==> src/bmx_pkg.sv <==
// bmx_pkg: shared codes and control/status types for the binary trie max-XOR block.
// No dependencies; imported by bmx_ctrl, bmx_dp and binary_trie_max_xor_top.
package bmx_pkg;

	typedef logic [1:0] op_t;
	typedef logic [1:0] stat_t;
	typedef logic [2:0] mode_t;

	localparam op_t OP_INSERT = 2'd0;
	localparam op_t OP_REMOVE = 2'd1;
	localparam op_t OP_QUERY  = 2'd2;
	localparam op_t OP_CLEAR  = 2'd3;

	localparam stat_t STAT_OK     = 2'd0;
	localparam stat_t STAT_EMPTY  = 2'd1;
	localparam stat_t STAT_ABSENT = 2'd2;
	localparam stat_t STAT_FULL   = 2'd3;

	localparam mode_t M_PROBE_INS = 3'd0;
	localparam mode_t M_UPD_INS   = 3'd1;
	localparam mode_t M_PROBE_REM = 3'd2;
	localparam mode_t M_UPD_REM   = 3'd3;
	localparam mode_t M_QUERY     = 3'd4;

	typedef struct packed {
		logic  load;
		logic  restart;
		logic  root_inc;
		logic  root_dec;
		logic  rd;
		logic  ex;
		logic  clear;
		logic  pub;
		logic  pub_ans;
		mode_t mode;
	} cmd_t;

	typedef struct packed {
		logic walk_end;
		logic root_empty;
		logic root_full;
		logic pool_fail;
		logic absent;
	} sts_t;

endpackage

==> src/bmx_ctrl.sv <==
// bmx_ctrl: operation sequencer - probe, update and query walks, result register and status code.
// Depends on bmx_pkg; drives bmx_dp through cmd_t and reads its sts_t.
module bmx_ctrl (
	input  logic           clk,
	input  logic           arst_n,
	input  logic           req_valid,
	output logic           req_ready,
	input  bmx_pkg::op_t   req_opcode,
	output logic           rsp_valid,
	input  logic           rsp_ready,
	output bmx_pkg::stat_t rsp_status,
	output bmx_pkg::cmd_t  cmd,
	input  bmx_pkg::sts_t  sts
);
	import bmx_pkg::*;

	localparam logic [1:0] S_IDLE = 2'd0;
	localparam logic [1:0] S_RD   = 2'd1;
	localparam logic [1:0] S_EX   = 2'd2;
	localparam logic [1:0] S_CHK  = 2'd3;

	logic [1:0] state_q, state_d;
	mode_t      mode_q, mode_d;
	stat_t      status_q, status_d;
	logic       valid_q, fin;
	logic       accept;

	assign req_ready  = (state_q == S_IDLE) && !valid_q;
	assign accept     = req_valid && req_ready;
	assign rsp_valid  = valid_q;
	assign rsp_status = status_q;

	always_comb begin
		state_d  = state_q;
		mode_d   = mode_q;
		status_d = status_q;
		fin      = 1'b0;
		cmd      = '0;
		cmd.mode = mode_q;
		unique case (state_q)
			S_IDLE: begin
				if (accept) begin
					cmd.load = 1'b1;
					unique case (req_opcode)
						OP_INSERT: begin
							if (sts.root_full) begin
								fin      = 1'b1;
								status_d = STAT_FULL;
							end else begin
								mode_d  = M_PROBE_INS;
								state_d = S_RD;
							end
						end
						OP_REMOVE: begin
							mode_d  = M_PROBE_REM;
							state_d = S_RD;
						end
						OP_QUERY: begin
							if (sts.root_empty) begin
								fin      = 1'b1;
								status_d = STAT_EMPTY;
							end else begin
								mode_d  = M_QUERY;
								state_d = S_RD;
							end
						end
						default: begin
							cmd.clear = 1'b1;
							fin       = 1'b1;
							status_d  = STAT_OK;
						end
					endcase
				end
			end
			S_RD: begin
				cmd.rd  = 1'b1;
				state_d = S_EX;
			end
			S_EX: begin
				cmd.ex = 1'b1;
				if (!sts.walk_end) begin
					state_d = S_RD;
				end else if (mode_q == M_PROBE_INS || mode_q == M_PROBE_REM) begin
					state_d = S_CHK;
				end else begin
					fin         = 1'b1;
					status_d    = STAT_OK;
					cmd.pub_ans = (mode_q == M_QUERY);
					state_d     = S_IDLE;
				end
			end
			S_CHK: begin
				if (mode_q == M_PROBE_INS) begin
					if (sts.pool_fail) begin
						fin      = 1'b1;
						status_d = STAT_FULL;
						state_d  = S_IDLE;
					end else begin
						cmd.restart  = 1'b1;
						cmd.root_inc = 1'b1;
						mode_d       = M_UPD_INS;
						state_d      = S_RD;
					end
				end else begin
					if (sts.absent) begin
						fin      = 1'b1;
						status_d = STAT_ABSENT;
						state_d  = S_IDLE;
					end else begin
						cmd.restart  = 1'b1;
						cmd.root_dec = 1'b1;
						mode_d       = M_UPD_REM;
						state_d      = S_RD;
					end
				end
			end
			default: state_d = S_IDLE;
		endcase
		cmd.pub = fin;
	end

	always_ff @(posedge clk or negedge arst_n) begin
		if (!arst_n) begin
			state_q  <= S_IDLE;
			mode_q   <= M_QUERY;
			status_q <= STAT_OK;
			valid_q  <= 1'b0;
		end else begin
			state_q  <= state_d;
			mode_q   <= mode_d;
			status_q <= status_d;
			if (fin) begin
				valid_q <= 1'b1;
			end else if (rsp_ready) begin
				valid_q <= 1'b0;
			end
		end
	end

	a_word_idle: assert property (@(posedge clk) disable iff (!arst_n)
		valid_q |-> state_q == S_IDLE)
		else $error("result pending while walk active");
	a_accept_moves: assert property (@(posedge clk) disable iff (!arst_n)
		accept |=> (valid_q || state_q != S_IDLE))
		else $error("accepted word dropped");
	a_chk_probe: assert property (@(posedge clk) disable iff (!arst_n)
		state_q == S_CHK |-> (mode_q == M_PROBE_INS || mode_q == M_PROBE_REM))
		else $error("check state outside a probe");

endmodule

==> config.mk <==
export PLATFORM = sky130hd
export DESIGN_NAME = bmx_ctrl
export DESIGN_NICKNAME = d
export VERILOG_FILES = /design/src/bmx_pkg.sv /design/src/bmx_ctrl.sv
export SDC_FILE = /design/constraint.sdc
export NUM_CORES = 1
export LEC_CHECK = 0
export BUFFER_PORTS_ARGS = -buffer_cell sky130_fd_sc_hd__buf_2
export CORE_ASPECT_RATIO = 1.1
export CORE_MARGIN = 4
export CORE_UTILIZATION = 45
export DETAILED_ROUTE_END_ITERATION = 12
export GPL_TIMING_DRIVEN = 0
export PLACE_DENSITY_LB_ADDON = 0.15
export SLEW_MARGIN = 5
export SYNTH_ARGS = -nofsm -noshare
export SYNTH_HDL_FRONTEND = slang
export SYNTH_SLANG_ARGS = --single-unit
==> constraint.sdc <==
create_clock -name clk -period 5 [get_ports clk]
set_clock_uncertainty 0.1 [all_clocks]
set_input_delay 1 -clock clk [delete_from_list [all_inputs] [get_ports clk]]
set_output_delay 1 -clock clk [all_outputs]
set_load 0.01 [all_outputs]
# After elaboration in Yosys (flattened, before gate mapping)
# Index checks and enable logic that the tools add are counted.
# word_totals
reg_bits	8
out_inout_bits	16
input_bits	11
elab_cells	94
# op_classes
n_mux	56
n_eq_ne	20
reduce_logical	14
# ops
op	count
two-way mux 2 bit	15
two-way mux 1 bit	26
inequality test 3 bit (second input constant)	8
two-way mux 3 bit	7
case mux 2 bit (3 select lines)	3
case mux 3 bit (3 select lines)	1
AND reduction 9 bit	1
inequality test 2 bit (second input constant)	4
case mux 2 bit (4 select lines)	1
AND reduction 7 bit	1
== test 2 bit (second input constant)	3
case mux 1 bit (3 select lines)	2
case mux 3 bit (2 select lines)	1
== test 2 x 1 -> 1 bit (second input constant)	2
zero test 2 bit	2
inequality test 4 x 1 -> 1 bit (second input constant)	1
AND reduction 4 bit	1
nonzero test 2 bit	2
== test 3 x 2 -> 1 bit (second input constant)	1
== test 3 bit (second input constant)	1
zero test 3 bit	1
nonzero test 3 bit	1
OR reduction 3 bit	1
logical AND 1 bit	2
2 further kinds	2

# Logic depth before layout (Yosys ltp)
# depth
word_depth	6
ltp_mapped	6
ltp_nobuf	6

# Least setup slack after synthesis
# No wires, ideal clock.
# synth_timing
path_type	in2out
from	input port req_opcode[0]
to	output port cmd[4] (netlist bit)
arrival_time_ps	2015
stages	4
t_required_ps	3900
setup_slack_ps	1885
cell_sequence	or3b_4 > a211o_1 > a31oi_1 > buf_4
# synth_via
elab_chain_cells	4
# synth_rtl
item	line_no	text
from (decl)	bmx_ctrl.sv:8	input bmx_pkg::op_t req_opcode,
== test 2 bit (tied with other cells)	bmx_ctrl.sv:44	unique case (req_opcode)
case mux 1 bit (3 select lines) *	bmx_ctrl.sv:44	
two-way mux 1 bit *	bmx_ctrl.sv:42	if (accept) begin
case mux 1 bit (3 select lines) *	bmx_ctrl.sv:40	unique case (state_q)
to (decl)	bmx_ctrl.sv:12	output bmx_pkg::cmd_t cmd,
# Mark *: on every way between the ends. The rest lies on a longest branch, timed or not.

# Worst setup path in the final report
# Ends and elaborated chain as after synthesis.

==> impl_metrics.tcl <==
set metrics [dict create \
    finalCritPeriodShare 0.683 \
    post_cts_resize_count 0 \
    route.detailed.vias_per_inst 5.67 \
    timing.critical_path.slowest_stage_cell "sky130_fd_sc_hd__or3b_4" \
    floorplan.die.width_um 44.4 \
    route.final.wire_length_um 1550 \
    drtPass1Iterations 4 \
    synth_top_area_share 0.267 \
    yosys_most_used_dff "sky130_fd_sc_hd__dfrtp_1" \
    critical_path_buf_inv_count 3 \
    timing_worst_slew_pin_value_ns 0.549 \
    maxClockFrequency_mhz 293 \
    hold_path.class "reg -> reg" \
    mean_routed_wirelength_per_cell_um 13.0 \
    cts_tree "done" \
    gr-usage-all-layers 0.164 \
    worstPathMaxFanout 7 \
    remaining_design_rule_violation_count 0 \
    clock_buffer_count_from_cts 3 \
    ctsHoldBuffers 0 \
    synth.avg_cell_area_um2 8.98 \
    grt_max_degree 10 \
    post_cts_buffers 0 \
    synth_area_leader_cell "sky130_fd_sc_hd__dfrtp_1" \
    ir_worst_vdd_uv 288 \
    postRouteAntennaNets 0 \
    required_ns 3.90 \
    num_vias 675 \
    crit_path_start_kind "input port" \
    initial_utilization 0.480 \
    powerDensity_mw_per_mm2 558 \
    setup.worst_path.end_class "output port" \
    clock_tree.htree_level_count 1 \
    power.total_uw 464 \
    cts_buffer_depth 2 \
    signal_arrival_time_at_the_worst_endpoint_ns 2.32 \
    clockRootBuffer "sky130_fd_sc_hd__clkbuf_4" \
    final_nets 120 \
    antenna_found_initial 0 \
    timing.critical_path.cells "buf_2 > or3b_4 > a211o_1 > a31oi_1 > buf_4 > buf_2" \
    dr.first_iter.drc_count 24 \
    yosys.cell_types.count 34 \
    slew_limit_headroom 0.632 \
    drive_above_1_share 0.379 \
    dp_hpwl_um 1240 \
    leakagePower_uw 0.000444 \
    postPlaceCellArea_um2 806 \
    synth_enable_flop_cells 0 \
    criticalPathCategory "in -> out" \
    clock-sinks 8 \
    grt_setup_unrepaired "false" \
    setup_violations 0 \
    synthTopCellsByArea "sky130_fd_sc_hd__dfrtp_1, sky130_fd_sc_hd__ha_1, sky130_fd_sc_hd__o21ai_0" \
    io_buffer_count 26 \
    area_growth_pct 26.9 \
    grt_first_pass_wirelength_um 2480 \
    syn_nets 89 \
    core-area_mm2 0.00137 \
    drv_slew 0 \
    height_of_the_die_um 48.0 \
    clock_latency_ns 0.26 \
    yosysWarningCount 0 \
    fin_crit_ns 3.42 \
    timing.critical_path.mode_cell "sky130_fd_sc_hd__buf_2" \
    synthArstFlopShare 1.00 \
    status "finished, final reports clean" \
    fin_tns_setup_ns 0 \
    critical-path-top-delay-family "compound AO/OA/AOI/OAI gates" \
    grt_pass1_vias 593 \
    finalHoldViolations 0 \
    finalInstanceArea_um2 832 \
    design.portCount 27 \
    drv.max_cap_violation_count 0 \
    antennaDiodeCount 0 \
    synthesis.instances 73 \
    globalplace.congestion 0.846 \
    die_area_mm2 0.00213 \
    synth_area_um2 656 \
    yosysSeqAreaShare 0.307 \
    clk_pin_slew_worst_paths_ns 0.06 \
    timing.critical_path.slowest_cell_delay_ns 0.41 \
    floorplan.rows 14 \
    synth_seq_cells 8 \
    grt_remaining_overflow 0 \
]
==> registers in the layout, indices dropped and copies added (netlist names) <==
signal	count
mode_q	3
rsp_status	2
rsp_valid	1
state_q	2
==> final cells by class <==
type	instances	area (µm²)
well taps	16	20.0
flip-flops and latches	8	201
multi-input cells	55	404
clock buffers	4	26.3
inverters	6	22.5
repair buffers	26	130
plain buffers	4	27.5
fillers	126	534
==> stage by stage <==
| step | utilization | setup WS [ns] | cells | hold WS, ns |
|---|---|---|---|---|
| 3_5_place_dp | 0.590 | 1.57 | 115 | 0.390 |
| 6_report | 0.609 | 1.58 | 119 | 0.405 |
| 3_3_place_gp | 0.590 | 1.58 | 115 | 0.389 |
| 5_1_grt | 0.609 | 1.50 | 119 | 0.422 |
| 4_1_cts | 0.609 | 1.56 | 119 | 0.408 |
| 2_1_floorplan | - | 1.89 | 73 | 0.425 |
==> worst reg2reg max path, cell delays in order, from the launching register on <==
cell and delay [ns]:
sky130_fd_sc_hd__dfrtp_1 0.42, sky130_fd_sc_hd__ha_1 0.17, sky130_fd_sc_hd__clkbuf_1 0.28, sky130_fd_sc_hd__or3b_4 0.47
sky130_fd_sc_hd__o211ai_2 0.12, sky130_fd_sc_hd__mux2_4 0.33
==> synthesized netlist by cell type (3+ instances only) <==
library cell	n
sky130_fd_sc_hd__o21ai_0	8
sky130_fd_sc_hd__dfrtp_1	7
sky130_fd_sc_hd__inv_1	6
sky130_fd_sc_hd__ha_1	5
sky130_fd_sc_hd__a21oi_1	4
sky130_fd_sc_hd__nand2_1	4
sky130_fd_sc_hd__a31oi_1	3
sky130_fd_sc_hd__nor2_1	3
==> power by group <==
part / switching [µW] / internal [µW]
Sequential: 22.8 / 92.5
Clock: 25.9 / 30.8
Combinational: 156 / 136
Total: 204 / 260
==> logic make-up (layout without fill, tap and decap cells) <==
| group | after synthesis | in the layout | share of synthesized area |
|---|---|---|---|
| and+or+nand+nor | 21 | 21 | 0.198 |
| muxes | 4 | 4 | 0.0782 |
| adders and majority gates | 5 | 5 | 0.0954 |
| buffers and inverters | 10 | 40 | 0.0763 |
| DFF | 8 | 8 | 0.307 |
| AOI/OAI and AO/OA | 25 | 25 | 0.244 |
==> path summary, 6_finish.rpt <==
| kind | slack, ns | cells after the start | end | from |
|---|---|---|---|---|
| max | 1.58 | 6 | cmd[4] | req_opcode[0] |
| min | 0.40 | 1 | rsp_status[0]$_DFFE_PN0P_ | rsp_status[0]$_DFFE_PN0P_ |
| max reg2reg | 3.01 | 5 | rsp_status[1]$_DFFE_PN0P_ | state_q[0]$_DFFE_PN0P_ |
| min reg2reg | 0.40 | 1 | rsp_status[0]$_DFFE_PN0P_ | rsp_status[0]$_DFFE_PN0P_ |
| max in group asynchronous | 4.09 | 1 | mode_q[2]$_DFFE_PN1P_ | arst_n |
| min in group asynchronous | 0.47 | 1 | mode_q[0]$_DFFE_PN0P_ | arst_n |
==> routing by layer <==
metal  part of all wire  global-route usage
met5                  0                   0
met1               0.44               0.185
met2               0.49               0.302
met3              0.058              0.0338
met4             0.0091              0.0723
==> cells in the final DEF, fill, tap and decap left out, drive strengths merged, types with 2 or more instances in the layout <==
cell    count
a21o        2
nor2        3
o22ai       2
and3        2
a31oi       3
nor3b       2
buf        28
nand2b      2
a21oi       4
inv         6
clkbuf      6
o211ai      2
ha          5
dfrtp       7
o21ai       8
mux2        3
nand2       4
or3b        2
(Power assumes the default switching activity.)
